==> src/sv/kcl_pkg.sv <==
// ----------------------------------------------------------------------------
// kcl_pkg
// Shared types and constants of the keypad code lock controller.
// ----------------------------------------------------------------------------
`default_nettype none

package kcl_pkg;

  localparam int CODE_LENGTH = 8;
  localparam int CNT_W       = (CODE_LENGTH > 1) ? $clog2(CODE_LENGTH) : 1;
  localparam int BTN_W       = 8;
  localparam int KEY_W       = 4;
  localparam int POS_W       = 3;
  localparam int EV_W        = 3;
  localparam int HOLD_W      = 10;
  localparam int PADDR_W     = 3;
  localparam int PDATA_W     = 32;

  localparam logic [HOLD_W-1:0] HOLD_TICKS_RST = HOLD_W'(200);
  localparam logic [BTN_W-1:0]  BTN_KEY8_ONLY  = 8'h80;
  localparam logic [KEY_W-1:0]  KEY_EIGHT      = KEY_W'(8);
  localparam logic [CNT_W-1:0]  CNT_LAST       = CNT_W'(CODE_LENGTH - 1);

  localparam logic [0:0] REG_HOLD_TICKS = 1'b0;

  typedef enum logic [1:0] {
    MODE_ENTRY,
    MODE_HOLD,
    MODE_SET
  } mode_e;

  typedef enum logic [EV_W-1:0] {
    EV_NONE,
    EV_DIGIT,
    EV_UNLOCK,
    EV_REJECT,
    EV_SETMODE,
    EV_CODEDIGIT,
    EV_SAVED
  } event_e;

  typedef struct packed {
    event_e             event_res;
    logic [POS_W-1:0]   position;
    logic [KEY_W-1:0]   key_value;
    logic               relay_pulse;
  } res_t;

  typedef struct packed {
    mode_e              mode;
    logic [CNT_W-1:0]   digit_count;
    logic [HOLD_W-1:0]  hold_count;
  } status_t;

  function automatic logic [KEY_W-1:0] decode_key(input logic [BTN_W-1:0] b);
    logic [KEY_W-1:0] k;
    k = '0;
    for (int i = BTN_W - 1; i >= 0; i--) begin
      if (b[i]) begin
        k = KEY_W'(i + 1);
      end
    end
    return k;
  endfunction

endpackage

`default_nettype wire

==> src/sv/kcl_if.sv <==
// ----------------------------------------------------------------------------
// kcl_if
// Valid/ready channels for button samples and lock events.
// ----------------------------------------------------------------------------
`default_nettype none

interface kcl_btn_if
  import kcl_pkg::*;
();
  logic             valid;
  logic             ready;
  logic [BTN_W-1:0] buttons;

  modport source (output valid, output buttons, input ready);
  modport sink   (input valid, input buttons, output ready);
endinterface

interface kcl_res_if
  import kcl_pkg::*;
();
  logic             valid;
  logic             ready;
  logic [EV_W-1:0]  event_res;
  logic [POS_W-1:0] position;
  logic [KEY_W-1:0] key_value;
  logic             relay_pulse;

  modport source (output valid, output event_res, output position, output key_value,
                  output relay_pulse, input ready);
  modport sink   (input valid, input event_res, input position, input key_value,
                  input relay_pulse, output ready);
endinterface

`default_nettype wire

==> src/sv/kcl_cfg.sv <==
// ----------------------------------------------------------------------------
// kcl_cfg
// APB register slice holding the key 8 hold threshold.
// ----------------------------------------------------------------------------
`default_nettype none

module kcl_cfg
  import kcl_pkg::*;
(
  input  wire logic               clk_i,
  input  wire logic               rst_ni,
  input  wire logic               psel,
  input  wire logic               penable,
  input  wire logic               pwrite,
  input  wire logic [PADDR_W-1:0] paddr,
  input  wire logic [PDATA_W-1:0] pwdata,
  output logic      [PDATA_W-1:0] prdata,
  output logic                    pready,
  output logic      [HOLD_W-1:0]  hold_ticks_o
);

  logic [HOLD_W-1:0] hold_ticks_q;
  logic [HOLD_W-1:0] hold_ticks_d;
  logic              hit;

  assign hit    = (paddr[PADDR_W-1:2] == REG_HOLD_TICKS);
  assign pready = 1'b1;

  always_comb begin
    hold_ticks_d = hold_ticks_q;
    if (psel && penable && pwrite && pready && hit) begin
      hold_ticks_d = pwdata[HOLD_W-1:0];
    end
  end

  always_ff @(posedge clk_i or negedge rst_ni) begin
    if (!rst_ni) begin
      hold_ticks_q <= HOLD_TICKS_RST;
    end else begin
      hold_ticks_q <= hold_ticks_d;
    end
  end

  assign prdata       = hit ? PDATA_W'(hold_ticks_q) : '0;
  assign hold_ticks_o = hold_ticks_q;

endmodule

`default_nettype wire

==> src/sv/kcl_core.sv <==
// ----------------------------------------------------------------------------
// kcl_core
// Lock state, entry and code buffers, and the per-sample event decision.
// ----------------------------------------------------------------------------
`default_nettype none

module kcl_core
  import kcl_pkg::*;
(
  input  wire logic              clk_i,
  input  wire logic              rst_ni,
  input  wire logic              fire_i,
  input  wire logic [BTN_W-1:0]  buttons_i,
  input  wire logic [HOLD_W-1:0] hold_ticks_i,
  output res_t                   res_o,
  output status_t                status_o
);

  mode_e             mode_q, mode_d;
  logic [CNT_W-1:0]  count_q, count_d;
  logic [HOLD_W-1:0] hold_q, hold_d;
  logic              release_q, release_d;
  logic [KEY_W-1:0]  entered_q [CODE_LENGTH];
  logic [KEY_W-1:0]  stored_q  [CODE_LENGTH];

  logic [KEY_W-1:0]  key;
  logic              take;
  logic [KEY_W-1:0]  take_key;
  logic [KEY_W-1:0]  last_key;
  logic              match;
  logic              store_we;

  assign key      = decode_key(buttons_i);
  assign last_key = (mode_q == MODE_HOLD) ? KEY_EIGHT : key;

  always_comb begin
    match = (last_key == stored_q[CODE_LENGTH-1]);
    for (int i = 0; i < CODE_LENGTH - 1; i++) begin
      if (entered_q[i] != stored_q[i]) begin
        match = 1'b0;
      end
    end
  end

  always_comb begin
    mode_d    = mode_q;
    count_d   = count_q;
    hold_d    = hold_q;
    release_d = release_q;
    take      = 1'b0;
    take_key  = key;
    store_we  = 1'b0;
    res_o     = '{event_res: EV_NONE, position: '0, key_value: '0, relay_pulse: 1'b0};

    if (release_q) begin
      if (buttons_i == '0) begin
        release_d = 1'b0;
      end
    end else begin
      unique case (mode_q)
        MODE_HOLD: begin
          if (buttons_i[BTN_W-1]) begin
            if (hold_q >= hold_ticks_i) begin
              mode_d          = MODE_SET;
              count_d         = '0;
              hold_d          = '0;
              release_d       = 1'b1;
              res_o.event_res = EV_SETMODE;
            end else begin
              hold_d = hold_q + HOLD_W'(1);
            end
          end else begin
            mode_d    = MODE_ENTRY;
            hold_d    = '0;
            take      = 1'b1;
            take_key  = KEY_EIGHT;
            release_d = (buttons_i != '0);
          end
        end
        MODE_SET: begin
          if (key != '0) begin
            store_we        = 1'b1;
            release_d       = 1'b1;
            res_o.position  = POS_W'(count_q);
            res_o.key_value = key;
            if (count_q == CNT_LAST) begin
              count_d         = '0;
              mode_d          = MODE_ENTRY;
              res_o.event_res = EV_SAVED;
            end else begin
              count_d         = count_q + CNT_W'(1);
              res_o.event_res = EV_CODEDIGIT;
            end
          end
        end
        default: begin
          mode_d = MODE_ENTRY;
          if (key != '0) begin
            if (count_q == '0 && buttons_i == BTN_KEY8_ONLY) begin
              mode_d = MODE_HOLD;
              hold_d = HOLD_W'(1);
            end else begin
              take      = 1'b1;
              release_d = 1'b1;
            end
          end
        end
      endcase

      if (take) begin
        res_o.position  = POS_W'(count_q);
        res_o.key_value = take_key;
        if (count_q == CNT_LAST) begin
          count_d           = '0;
          res_o.event_res   = match ? EV_UNLOCK : EV_REJECT;
          res_o.relay_pulse = match;
        end else begin
          count_d         = count_q + CNT_W'(1);
          res_o.event_res = EV_DIGIT;
        end
      end
    end
  end

  always_ff @(posedge clk_i or negedge rst_ni) begin
    if (!rst_ni) begin
      mode_q    <= MODE_ENTRY;
      count_q   <= '0;
      hold_q    <= '0;
      release_q <= 1'b0;
      for (int i = 0; i < CODE_LENGTH; i++) begin
        stored_q[i] <= KEY_W'((i % 8) + 1);
      end
    end else if (fire_i) begin
      mode_q    <= mode_d;
      count_q   <= count_d;
      hold_q    <= hold_d;
      release_q <= release_d;
      if (store_we) begin
        stored_q[count_q] <= key;
      end
    end
  end

  always_ff @(posedge clk_i) begin
    if (fire_i && take) begin
      entered_q[count_q] <= take_key;
    end
  end

  assign status_o = '{mode: mode_q, digit_count: count_q, hold_count: hold_q};

endmodule

`default_nettype wire

==> src/sv/keypad_code_lock_controller.sv <==
// ----------------------------------------------------------------------------
// keypad_code_lock_controller
// Keypad code lock: one button sample in, one lock event out per sample.
//
//   channel   dir   handshake       payload
//   btn_i     in    valid/ready     buttons[7:0]
//   res_o     out   valid/ready     event_res, position, key_value, relay_pulse
//   apb       in    psel/penable    hold_ticks at byte address 0
//
// A sample passes an input register, then one pass of state logic into the
// result register. One sample is taken every cycle while no result stalls.
// A stalled result holds the input register; btn_i.ready drops only when both
// are full. Reset clears control state, not entered digits, and loads code 1..8.
// ----------------------------------------------------------------------------
`default_nettype none

module keypad_code_lock_controller
  import kcl_pkg::*;
(
  input  wire logic               clk_i,
  input  wire logic               rst_ni,
  kcl_btn_if.sink                 btn_i,
  kcl_res_if.source               res_o,
  input  wire logic               psel,
  input  wire logic               penable,
  input  wire logic               pwrite,
  input  wire logic [PADDR_W-1:0] paddr,
  input  wire logic [PDATA_W-1:0] pwdata,
  output logic      [PDATA_W-1:0] prdata,
  output logic                    pready
);

  logic              in_v_q, in_v_d;
  logic [BTN_W-1:0]  in_btn_q;
  logic              out_v_q, out_v_d;
  res_t              out_q;
  res_t              core_res;
  status_t           status;
  logic [HOLD_W-1:0] hold_ticks;
  logic              advance;
  logic              take_in;

  kcl_cfg u_cfg (
    .clk_i        (clk_i),
    .rst_ni       (rst_ni),
    .psel         (psel),
    .penable      (penable),
    .pwrite       (pwrite),
    .paddr        (paddr),
    .pwdata       (pwdata),
    .prdata       (prdata),
    .pready       (pready),
    .hold_ticks_o (hold_ticks)
  );

  kcl_core u_core (
    .clk_i        (clk_i),
    .rst_ni       (rst_ni),
    .fire_i       (advance),
    .buttons_i    (in_btn_q),
    .hold_ticks_i (hold_ticks),
    .res_o        (core_res),
    .status_o     (status)
  );

  assign advance     = in_v_q && (!out_v_q || res_o.ready);
  assign btn_i.ready = !in_v_q || advance;
  assign take_in     = btn_i.valid && btn_i.ready;

  always_comb begin
    in_v_d  = take_in ? 1'b1 : (advance ? 1'b0 : in_v_q);
    out_v_d = advance ? 1'b1 : ((res_o.ready) ? 1'b0 : out_v_q);
  end

  always_ff @(posedge clk_i or negedge rst_ni) begin
    if (!rst_ni) begin
      in_v_q  <= 1'b0;
      out_v_q <= 1'b0;
    end else begin
      in_v_q  <= in_v_d;
      out_v_q <= out_v_d;
    end
  end

  always_ff @(posedge clk_i) begin
    if (take_in) begin
      in_btn_q <= btn_i.buttons;
    end
    if (advance) begin
      out_q <= core_res;
    end
  end

  assign res_o.valid       = out_v_q;
  assign res_o.event_res   = out_q.event_res;
  assign res_o.position    = out_q.position;
  assign res_o.key_value   = out_q.key_value;
  assign res_o.relay_pulse = out_q.relay_pulse;

  a_in_hold: assert property (@(posedge clk_i) disable iff (!rst_ni)
    in_v_q && !advance |=> in_v_q && $stable(in_btn_q))
    else $error("input register lost a stalled sample");

  a_relay_unlock: assert property (@(posedge clk_i) disable iff (!rst_ni)
    out_v_q && out_q.relay_pulse |-> out_q.event_res == EV_UNLOCK)
    else $error("relay pulse without unlock");

  a_hold_first: assert property (@(posedge clk_i) disable iff (!rst_ni)
    status.mode == MODE_HOLD |-> status.digit_count == '0 && status.hold_count != '0)
    else $error("hold active past first digit");

  a_count_range: assert property (@(posedge clk_i) disable iff (!rst_ni)
    status.digit_count <= CNT_LAST)
    else $error("digit count out of range");

endmodule

`default_nettype wire

==> src/flat_wrapper.sv <==
// flat-port wrapper written by rule: the top's interface ports become plain ports
module keypad_code_lock_controller_flat import kcl_pkg::*;
  (clk_i, rst_ni, psel, penable, pwrite, paddr, pwdata, prdata, pready, btn_i_valid, btn_i_buttons, btn_i_ready, res_o_valid, res_o_event_res, res_o_position, res_o_key_value, res_o_relay_pulse, res_o_ready);
  kcl_btn_if btn_i_i ();
  kcl_res_if res_o_i ();
  input  wire logic clk_i;
  input  wire logic rst_ni;
  input  wire logic psel;
  input  wire logic penable;
  input  wire logic pwrite;
  input  wire logic [PADDR_W-1:0] paddr;
  input  wire logic [PDATA_W-1:0] pwdata;
  output logic      [PDATA_W-1:0] prdata;
  output logic pready;
  input wire logic [$bits(btn_i_i.valid)-1:0] btn_i_valid;
  input wire logic [$bits(btn_i_i.buttons)-1:0] btn_i_buttons;
  output wire logic [$bits(btn_i_i.ready)-1:0] btn_i_ready;
  output wire logic [$bits(res_o_i.valid)-1:0] res_o_valid;
  output wire logic [$bits(res_o_i.event_res)-1:0] res_o_event_res;
  output wire logic [$bits(res_o_i.position)-1:0] res_o_position;
  output wire logic [$bits(res_o_i.key_value)-1:0] res_o_key_value;
  output wire logic [$bits(res_o_i.relay_pulse)-1:0] res_o_relay_pulse;
  input wire logic [$bits(res_o_i.ready)-1:0] res_o_ready;
  assign btn_i_i.valid = btn_i_valid;
  assign btn_i_i.buttons = btn_i_buttons;
  assign btn_i_ready = btn_i_i.ready;
  assign res_o_valid = res_o_i.valid;
  assign res_o_event_res = res_o_i.event_res;
  assign res_o_position = res_o_i.position;
  assign res_o_key_value = res_o_i.key_value;
  assign res_o_relay_pulse = res_o_i.relay_pulse;
  assign res_o_i.ready = res_o_ready;
  keypad_code_lock_controller u_core (.clk_i(clk_i), .rst_ni(rst_ni), .btn_i(btn_i_i), .res_o(res_o_i), .psel(psel), .penable(penable), .pwrite(pwrite), .paddr(paddr), .pwdata(pwdata), .prdata(prdata), .pready(pready));
endmodule
==> config.mk <==
export PLATFORM = sky130hd
export DESIGN_NAME = keypad_code_lock_controller_flat
export DESIGN_NICKNAME = d
export VERILOG_FILES = /design/src/sv/kcl_pkg.sv /design/src/sv/kcl_if.sv /design/src/sv/kcl_cfg.sv /design/src/sv/kcl_core.sv /design/src/sv/keypad_code_lock_controller.sv /design/src/flat_wrapper.sv
export SDC_FILE = /design/constraint.sdc
export NUM_CORES = 1
export LEC_CHECK = 0
export BUFFER_PORTS_ARGS = -buffer_cell sky130_fd_sc_hd__buf_2
export CORE_AREA = 3 3 99 101
export DETAILED_ROUTE_END_ITERATION = 10
export DIE_AREA = 0 0 102 104
export GPL_ROUTABILITY_DRIVEN = 0
export HOLD_SLACK_MARGIN = 0.15
export PLACE_DENSITY = 0.81
export SLEW_MARGIN = 20
export SYNTH_ARGS = -nofsm -noshare
export SYNTH_HDL_FRONTEND = slang
export SYNTH_SLANG_ARGS = --single-unit
==> constraint.sdc <==
create_clock -name clk_i -period 4.5 [get_ports clk_i]
set_input_delay 0.225 -clock clk_i [delete_from_list [all_inputs] [get_ports clk_i]]
set_output_delay 0.225 -clock clk_i [all_outputs]
set_load 0.05 [all_outputs]
==> results of run 1 <==
==> area by class of cell <==
type                            count  area, sq um  share of cell area [%]
Tap cell                          111          139                    2.31
Sequential cell                   107         2930                    48.7
Timing Repair Buffer               70          458                    7.60
Multi-Input combinational cell    311         2190                    36.4
Clock inverter                      6         65.1                    1.08
Inverter                           26         97.6                    1.62
Clock buffer                       10          138                    2.29
==> layout by cell type, fill, tap and decap left out, types with 4 or more instances in the layout <==
cell | netlist | final
nand4_1 | 5 | 5
a2111oi_0 | 4 | 4
edfxtp_1 | 47 | 47
or3_1 | 9 | 9
o22ai_1 | 7 | 7
xor2_1 | 20 | 20
and2_1 | 5 | 5
nor2b_1 | 9 | 9
nand2_1 | 17 | 17
clkbuf_8 | 1 | 10
inv_1 | 26 | 26
o21ai_1 | 5 | 5
dfstp_2 | 16 | 16
o21ai_0 | 11 | 11
buf_2 | 2 | 48
nand3_1 | 7 | 7
dlygate4sd3_1 | 0 | 21
dfrtp_1 | 44 | 44
nand2b_1 | 9 | 9
xnor2_1 | 10 | 10
nor3_1 | 10 | 10
nor4_1 | 7 | 7
conb_1 | 2 | 23
ha_1 | 16 | 16
a21oi_1 | 12 | 12
nor2_1 | 39 | 39
mux2_2 | 45 | 45
==> power by group through the flow <==
| stage | registers, uW | logic [uW] | clock network (uW) |
|---|---|---|---|
| 6_report | 1090 | 324 | 592 |
| 5_1_grt | 1100 | 353 | 644 |
| 4_1_cts | 1090 | 323 | 601 |
| 3_5_place_dp | 1110 | 307 | 0 |
| 3_3_place_gp | 1110 | 301 | 0 |
| 2_1_floorplan | 1130 | 226 | 0 |
==> worst max-delay path: cells and delay by family (launching register included) <==
kind,cells,cell delay [ns]
flops,1,0.48
compound gates,2,0.38
mux,1,0.16
simple gates,3,1.52
==> worst min path at each step <==
| stage | start | to | cells past startpoint |
|---|---|---|---|
| 3_5_place_dp | btn_i_buttons[1] | u_core.in_btn_q[1] | 1 |
| 4_1_cts | res_o_ready | u_core.res_o.valid | 3 |
| 2_1_floorplan | rst_ni | u_core.in_v_q | 0 |
| 3_3_place_gp | btn_i_buttons[6] | u_core.in_btn_q[6] | 1 |
| 6_report | res_o_ready | u_core.res_o.valid | 3 |
| 5_1_grt | res_o_ready | u_core.res_o.valid | 3 |
==> sequential cells by signal, indices dropped and copies added, names as in the netlist <==
name and flops:
u_core.u_core.count_q 3, u_core.u_core.hold_q 10, u_core.res_o.event_res 3, u_core.u_core.mode_q 2, u_core.res_o.relay_pulse 1, u_core.in_btn_q 8, u_core.u_core.entered_q 28, u_core.res_o.key_value 4
u_core.u_cfg.hold_ticks_o 10, u_core.in_v_q 1, u_core.u_core.release_q 1, u_core.res_o.valid 1, u_core.u_core.stored_q 32, u_core.res_o.position 3
==> through the flow <==
step	instances	total power (uW)	setup WS [ns]	util (%)	hold WS, ns
finish	641	2010	1.69	66.1	0.205
floorplan	478	1350	2.23	-	-0.0706
global placement	604	1410	1.82	61.6	0.401
global route	641	2100	1.59	66.1	0.246
CTS	641	2020	1.78	66.1	0.183
detailed placement	604	1420	1.80	61.6	0.403
==> routing by layer <==
| metal | part of all wire, % | global-route usage [%] |
|---|---|---|
| met1 | 42 | 29.5 |
| met2 | 50 | 35.5 |
| met3 | 6.5 | 5.37 |
| met4 | 1.3 | 5.53 |
| met5 | 0 | 0 |
==> cells by family after synthesis <==
group,after synthesis
buffers and inverters,60
other,2
flip-flops,107
XOR/XNOR,30
AO/OA/AOI/OAI,60
multiplexers,46
adder cells (fa/ha/maj),16
AND/OR/NAND/NOR,136
==> results.md, run 1 <==
- Total gr overflow: 0
- Reg2Reg Depth: 6
- Xor/xnor cell area share of the yosys netlist: 4.88%
- Reg2reg end: u_core.res_o.event_res[0]
- Worst hold path class: in2reg
- Period minus WS final: 2.81 ns
- Hold Vio Cnt, Final: 0
- Internal power: ~1400 uW
- Largest family of logic cells by synthesized area: simple AND/OR/NAND/NOR gates
- WL final: 11200 um
- Post-synth top area share: between 20% and 30%
- Leakage: 0.00262 uW
- Total global-route track usage: approximately 22%
- Synth area leaders: edfxtp_1 (26%), dfrtp_1 (20%), mux2_2 (9.4%)
- Wire length per cell: 17.5 um
- Port Buffers: 48
- Main flop type after synthesis: edfxtp_1
- Adder-cell share of the synthesized area: under 10%
- Final setup vio count: 0
- Die area: between 10000 and 15000 sq um
- Die Ht: roughly 100 um
- Sequential cell fraction of total power: 54.4%
- DRC viols: 0
- Vias per cell: 5.75
- Root Buffer: clkbuf_8
- Starting DRC count in detailed routing: 353
- Launch point of the worst reg-to-reg path: u_core.in_btn_q[3]
- Crit path launch: u_core.in_btn_q[3]
- Area after DPL: around 5600 sq um
- Top cells by count, synth: edfxtp_1 (47), mux2_2 (45), dfrtp_1 (44), nor2_1 (39), inv_1 (26)
- Total power divided by cell area: 334 nW/um^2
- FP Rows: 35
- Comb power frac: ~16%
- Number of global-route vias before repair: about 3700
- R2R Setup Slk: between 1.5 and 2 ns
- Post-Syn Area: between 5000 and 6000 sq um
- Period utilization: 62.3%
- Mux contribution to synthesized area: 9.60%
- Layout area overhead: 11.8%
- H-tree depth: 3
- Most frequent cell after synthesis: edfxtp_1
- First-pass GRT wire length: 18000 um
- Sw frac: between 20 and 30%
- Mapped Cells: ~460
- Area leader, netlist: edfxtp_1
- Synth Area in Compound Gates: 7.16%
- CP Capture Type: flop
- Max_cap viols: 0
- Nets: 591
- Avg Cell Area, Syn: ~12 sq um
- Floorplan core area: 9110 sq um
- Cts bufs inserted: 9
- Largest net degree at the start of global routing: 61
- Maximum vdd drop: 0.000217 V
- Clock-pin slew on the worst setup and hold paths: 0.10 ns
- Die width: 102 um
- Post-CTS Setup Inserts: 0
- Starting Density: 59.1%
- Fill cell total of the finished layout: 696
- Final instance area: 6020 sq um
- Register area share after synthesis: 54.5%
- DR pass1 iterations: 5
- Critical path type: reg2reg
- RSZ-0062 raised after global routing: false
- Slew @ Worst Pin: 1.11 ns
- Share of layout cells above drive strength 1: 25.3%
- Layout Skew: 0.0118 ns
- CP max-delay cell: or4_4
- Slew Viols, Final: 0
- Top Ports: 96
- Post-CTS sizing: 0
- Crit path to: u_core.res_o.event_res[0]
- Detailed Place HPWL: 7790 um
- Fmax: 356 MHz
- Status: completed
- Simple-gate area share of the yosys netlist: 13.8%
- Clock tree buffer depth: 2
- Crit path largest cell delay: 0.60 ns
- Worst-Skew Late Latency: between 0.3 and 0.4 ns
- Sink Count: ~110
- Clock share of power: 29.5%
- Arr. time, crit path: 2.92 ns
- Slew Limit Headroom: between 20% and 30%
- Hold Buf Count CTS: 21
- Number of synthesized flops with an enable pin: between 40 and 50
- Initial antenna violation count: 0
- #FFs+latches synth: 107
- Ys Warns: 0
- Unique masters post-synth: 56
- Worst path cell trace: or4_4, nor3_4, mux2i_1, a211o_1, nor4_2, a2111oi_0
- Worst path required time: 4.61 ns
- Final ANT Viol Nets: 0
- Setup_tns: 0 ns
- Async S/R FF share, synth: 56.1%
- Sw Pwr: 577 uW
- N_diodes: 0
- Critical path peak fanout: 12
- CTS tree: done
- CP Launch Type: flop
- Vias: between 3000 and 4000
Note: power is estimated with default switching activity, not from simulation.
==> inputs of run 2 (changes only) <==
CORE_AREA = 3 3 107 109   (was 3 3 99 101)
DIE_AREA = 0 0 110 112   (was 0 0 102 104)
PLACE_DENSITY = 0.73   (was 0.81)
clock period = 2.4 ns   (was 4.5 ns; I/O delays follow)
==> results.md, run 2 (synthesis results as in run 1) <==
- Total global-route track usage: 20.7%
- Arr. time, crit path: 2.60 ns
- First-pass GRT wire length: 19500 um
- Biggest register: u_core.u_core.stored_q
- Maximum vdd drop: 0.000637 V
- Layout Skew: approximately 0.018 ns
- Most frequent cells in the layout: buf_2 (48), edfxtp_1 (47), mux2_2 (45)
- Fill cell total of the finished layout: 860
- N_diodes: 0
- Core Util, Final: 60.0%
- Status: completed
- Critical path type: reg2reg
- Setup WS pre-CTS: between 0.03 and 0.04 ns
- Critical path peak fanout: 4
- Initial antenna violation count: 0
- Slew @ Worst Pin: 0.758 ns
- Detailed Place HPWL: 8500 um
- DR pass1 iterations: 5
- Wire length per cell: 16.9 um
- CP Launch Type: flop
- Vias per cell: between 5 and 6
- Total power divided by cell area: about 610 nW/um^2
- Final setup vio count: 0
- Port Buffers: 48
- Launch point of the worst reg-to-reg path: u_core.u_cfg.hold_ticks_o[0]
- Hold Vio Cnt, Final: 0
- Crit path largest cell delay: ~0.44 ns
- DRC viols: 0
- Slew Limit Headroom: 49.1%
- Cts bufs inserted: 9
- Nets: between 600 and 700
- Worst-Skew Late Latency: a little under 0.4 ns
- Period utilization: 96.7%
- Worst path required time: approximately 2.7 ns
- Number of global-route vias before repair: 3908
- Sink Count: between 100 and 150
- Die Ht: 112 um
- Layout area overhead: 19.2%
- Max_cap viols: 0
- Internal power: roughly 2800 uW
- Period minus WS final: 2.32 ns
- Met1 usage: 27.5%
- CP Capture Type: flop
- Final ANT Viol Nets: 0
- Worst path cell trace: ha_1, nand2b_1, a2111oi_1, o21ai_1, a21o_1, o21ai_2, mux2_2
- Vias: 3781
- Share of layout cells above drive strength 1: 31.4%
- Sequential cell fraction of total power: 51.9%
- Floorplan core area: approximately 11000 sq um
- Slew Viols, Final: 0
- Worst Setup Slack, final: 0.0798 ns
- Leakage: ~0.0028 uW
- Sw frac: 29.8%
- Die width: 110 um
- Clock-pin slew on the worst setup and hold paths: 0.11 ns
- CTS tree: done
- Die area: 12300 sq um
- Top Registers: u_core.u_core.stored_q: 32 flops, u_core.u_core.entered_q: 28 flops
- Clock share of power: about 30%
- Clock tree buffer depth: 2
- Commonest non-fill, non-tap cell in the layout: buf_2
- Top Ports: 96
- Worst hold path class: in2async
- H-tree depth: 3
- WL final: 11900 um
- CP max-delay cell: a2111oi_1
- Fmax: 431 MHz
- Starting DRC count in detailed routing: 227
- Root Buffer: clkbuf_8
- Largest net degree at the start of global routing: 36
- Crit path launch: u_core.u_cfg.hold_ticks_o[0]
- Comb power frac: 17.7%
- GR peak layer: met2
- FP Rows: 38
- Max reg flops: 32
- Met2 usage: 33.9%
- Global-route met3 utilization: 5.10%
- Sw Pwr: 1170 uW
- Total gr overflow: 0
- Starting Density: 50.3%
run 2: cell count changes in the layout (fill, tap and decap cells not counted), moves of 2 or more:
cell / change
buf_4: +34
inv_8: +2
a2111oi_1: +2
a2111oi_0: -3
run 2: worst max-delay path, delay by kind of cell (launching register included):
kind                       cells  cell delay, ns
and+or+nand+nor                1            0.15
AOI/OAI and AO/OA              4            1.01
DFF                            1            0.42
muxes                          1            0.35
adders and majority gates      1            0.30
run 2: path summary, 6_finish.rpt:
path                                               to  cells past startpoint  slack, ns
hold / removal                u_core.u_core.hold_q[3]                      2       0.28
setup reg to reg              u_core.u_core.mode_q[0]                      7       0.08
hold reg to reg            u_core.u_core.stored_q[25]                      2       0.51
max in group asynchronous  u_core.u_core.stored_q[10]                      3       1.43
setup / recovery              u_core.u_core.mode_q[0]                      7       0.08
min in group clk_i                 u_core.in_btn_q[0]                      2       0.45
run 2: timing repair:
item	in CTS	in global routing
resized for setup	2	10
pin swaps	0	4
setup buffers	0	0
endpoints found under the setup margin	3	18
hold endpoints to repair	45	0
hold buffers	22	0
cloned	0	0
run 2: metrics by stage:
| step | hold slack [ns] | cells | power [uW] | cell area, sq um | TNS, ns |
|---|---|---|---|---|---|
| 6_report | 0.282 | 707 | 3920 | 6420 | 0 |
| 2_1_floorplan | -0.176 | 478 | 2540 | 5460 | 0 |
| 3_3_place_gp | 0.186 | 669 | 2690 | 5930 | 0 |
| 4_1_cts | 0.296 | 707 | 3930 | 6370 | 0 |
| 3_5_place_dp | 0.180 | 669 | 2710 | 5930 | 0 |
| 5_1_grt | 0.313 | 707 | 4090 | 6420 | -0.0437 |
run 2: metal layers:
metal | part of all wire, % | vias up
met5 | 0 | -
met4 | 1.1 | 0
met3 | 5.4 | 8
met2 | 50 | 123
met1 | 43 | 1857
li1 | - | 1793
run 2: final cells by class:
class | instances | area (sq um) | share of cell area [%]
tap | 140 | 175 | 2.73
clock buffer | 10 | 138 | 2.14
multi-input combinational | 311 | 2240 | 34.9
inverter | 26 | 97.6 | 1.52
timing repair buffer | 107 | 754 | 11.8
sequential | 107 | 2930 | 45.7
clock inverter | 6 | 78.8 | 1.23
run 2: power by group through the flow:
stage | sequential [uW] | combinational [uW] | clock, uW
2_1_floorplan | 2110 | 424 | 0
3_3_place_gp | 2070 | 617 | 0
3_5_place_dp | 2070 | 634 | 0
4_1_cts | 2030 | 669 | 1230
5_1_grt | 2040 | 752 | 1290
6_report | 2040 | 695 | 1190
==> inputs of run 3 (changes only) <==
SETUP_SLACK_MARGIN = 0.2   (was unset)
==> results.md, run 3 (synthesis results as in run 1) <==
- Root Buffer: clkbuf_8
- Starting Density: 50.3%
- Final ANT Viol Nets: 0
- Cts bufs inserted: 9
- Clock tree buffer depth: 2
- Share of layout cells above drive strength 1: 36.7%
- Top Ports: 96
- Max reg flops: 32
- Worst path cell trace: inv_2, ha_4, a21o_1, a2111oi_4, o21ai_2, a21o_1, o21ai_2, mux2_4
- CP Launch Type: flop
- Total power divided by cell area: 602 nW/um^2
- Top Registers: u_core.u_core.stored_q: 32 flops, u_core.u_core.entered_q: 28 flops
- First-pass GRT wire length: 19100 um
- WP buf/inv: 1
- Slew Viols, Final: 0
- Biggest register: u_core.u_core.stored_q
- Reg2reg end: u_core.u_core.mode_q[0]
- CP top delay family: compound AO/OA/AOI/OAI gates
- Period minus WS final: ~2.3 ns
- RSZ-0062 raised after global routing: true
- Worst hold path class: in2async
- Commonest non-fill, non-tap cell in the layout: buf_2
- Total gr overflow: 0
- Detailed Place HPWL: 8190 um
- H-tree depth: 3
- Hold Vio Cnt, Final: 0
- Initial antenna violation count: 0
- Worst-Skew Late Latency: around 0.39 ns
- Fmax: 439 MHz
- Nets: 638
- N_diodes: 0
- Die width: 110 um
- Most frequent cells in the layout: buf_2 (48), edfxtp_1 (47), buf_4 (46)
- Slew @ Worst Pin: 0.633 ns
- DR pass1 iterations: 4
- Worst path required time: 2.68 ns
- Die Ht: 112 um
- Largest net degree at the start of global routing: 36
- Period utilization: 94.9%
- Clock-pin slew on the worst setup and hold paths: 0.09 ns
- FP Rows: 38
- Worst Setup Slack, final: 0.123 ns
- Layout Skew: 0.00645 ns
- Wire length per cell: about 17 um
- Crit path largest cell delay: 0.41 ns
- Starting DRC count in detailed routing: roughly 270
- Leakage: a little under 0.003 uW
- CTS tree: done
- Vias per cell: 5.33
- Final instance area: 6650 sq um
- Port Buffers: 48
- Core Util, Final: between 60 and 70%
- Launch point of the worst reg-to-reg path: u_core.u_cfg.hold_ticks_o[5]
- Area after DPL: 5920 sq um
- Power, Total: between 4000 and 5000 uW
- Setup WS pre-CTS: -0.0788 ns
- Arr. time, crit path: 2.56 ns
- R2R Setup Slk: 0.12 ns
- Die area: between 10000 and 15000 sq um
- Floorplan core area: 10700 sq um
- CP max-delay cell: dfrtp_1
- Layout area overhead: 23.5%
- Total global-route track usage: 20.4%
- Reg2Reg Depth: 8
- CP Capture Type: flop
- Final setup vio count: 0
- Sink Count: 107
- DRC viols: 0
- Critical path peak fanout: 5
- Maximum vdd drop: 0.000468 V
- Status: completed
- Number of global-route vias before repair: about 3800
- Vias: 3822
- Slew Limit Headroom: 57.8%
- Critical path type: reg2reg
- WL final: 12100 um
- Max_cap viols: 0
## run 3: layout make-up
type / count / area, sq um
well taps: 140 / 175
clock buffers: 11 / 131
inverters: 26 / 97.6
clock inverters: 5 / 85.1
flip-flops and latches: 107 / 2930
fillers: 805 / 4050
repair buffers: 117 / 826
multi-input cells: 311 / 2400
## run 3: per-layer routing
metal	GRT usage (%)	vias up	wire length [um]
met5	0	-	0
met4	5.99	0	138
met3	5.51	15	686
met2	32.3	127	6000
met1	27.4	1871	5280
li1	-	1809	-
## run 3: worst max-delay path by stage
| stage | to | slack [ns] | from | depth (start not counted) |
|---|---|---|---|---|
| 2_1_floorplan | u_core.u_core.stored_q[29] | 0.21 | u_core.res_o.valid | 5 |
| 3_3_place_gp | u_core.u_core.mode_q[0] | 0.07 | u_core.u_cfg.hold_ticks_o[5] | 8 |
| 3_5_place_dp | u_core.u_core.mode_q[0] | -0.08 | u_core.u_cfg.hold_ticks_o[5] | 8 |
| 4_1_cts | u_core.u_core.mode_q[0] | 0.17 | u_core.u_cfg.hold_ticks_o[6] | 7 |
| 5_1_grt | u_core.u_core.hold_q[6] | 0.07 | u_core.u_cfg.hold_ticks_o[5] | 9 |
| 6_report | u_core.u_core.mode_q[0] | 0.12 | u_core.u_cfg.hold_ticks_o[5] | 8 |
## run 3: power by group
group	total (uW)	internal (uW)	switching [uW]
Sequential	2040	1990	45.3
Combinational	765	271	494
Clock	1200	596	608
## run 3: what timing repair did
action                                  CTS  global route
endpoints found under the setup margin   21            64
resized for setup                        11            29
hold endpoints to repair                 45             0
pin swaps                                 5            13
setup buffers                             3            10
hold buffers                             22             0
## run 3: metrics by stage
step / instances / hold WS, ns / setup TNS (ns)
6_report: 717 / 0.279 / 0
5_1_grt: 717 / 0.341 / 0
3_5_place_dp: 666 / 0.183 / -0.237
3_3_place_gp: 666 / 0.190 / 0
2_1_floorplan: 478 / -0.176 / 0
4_1_cts: 707 / 0.295 / 0
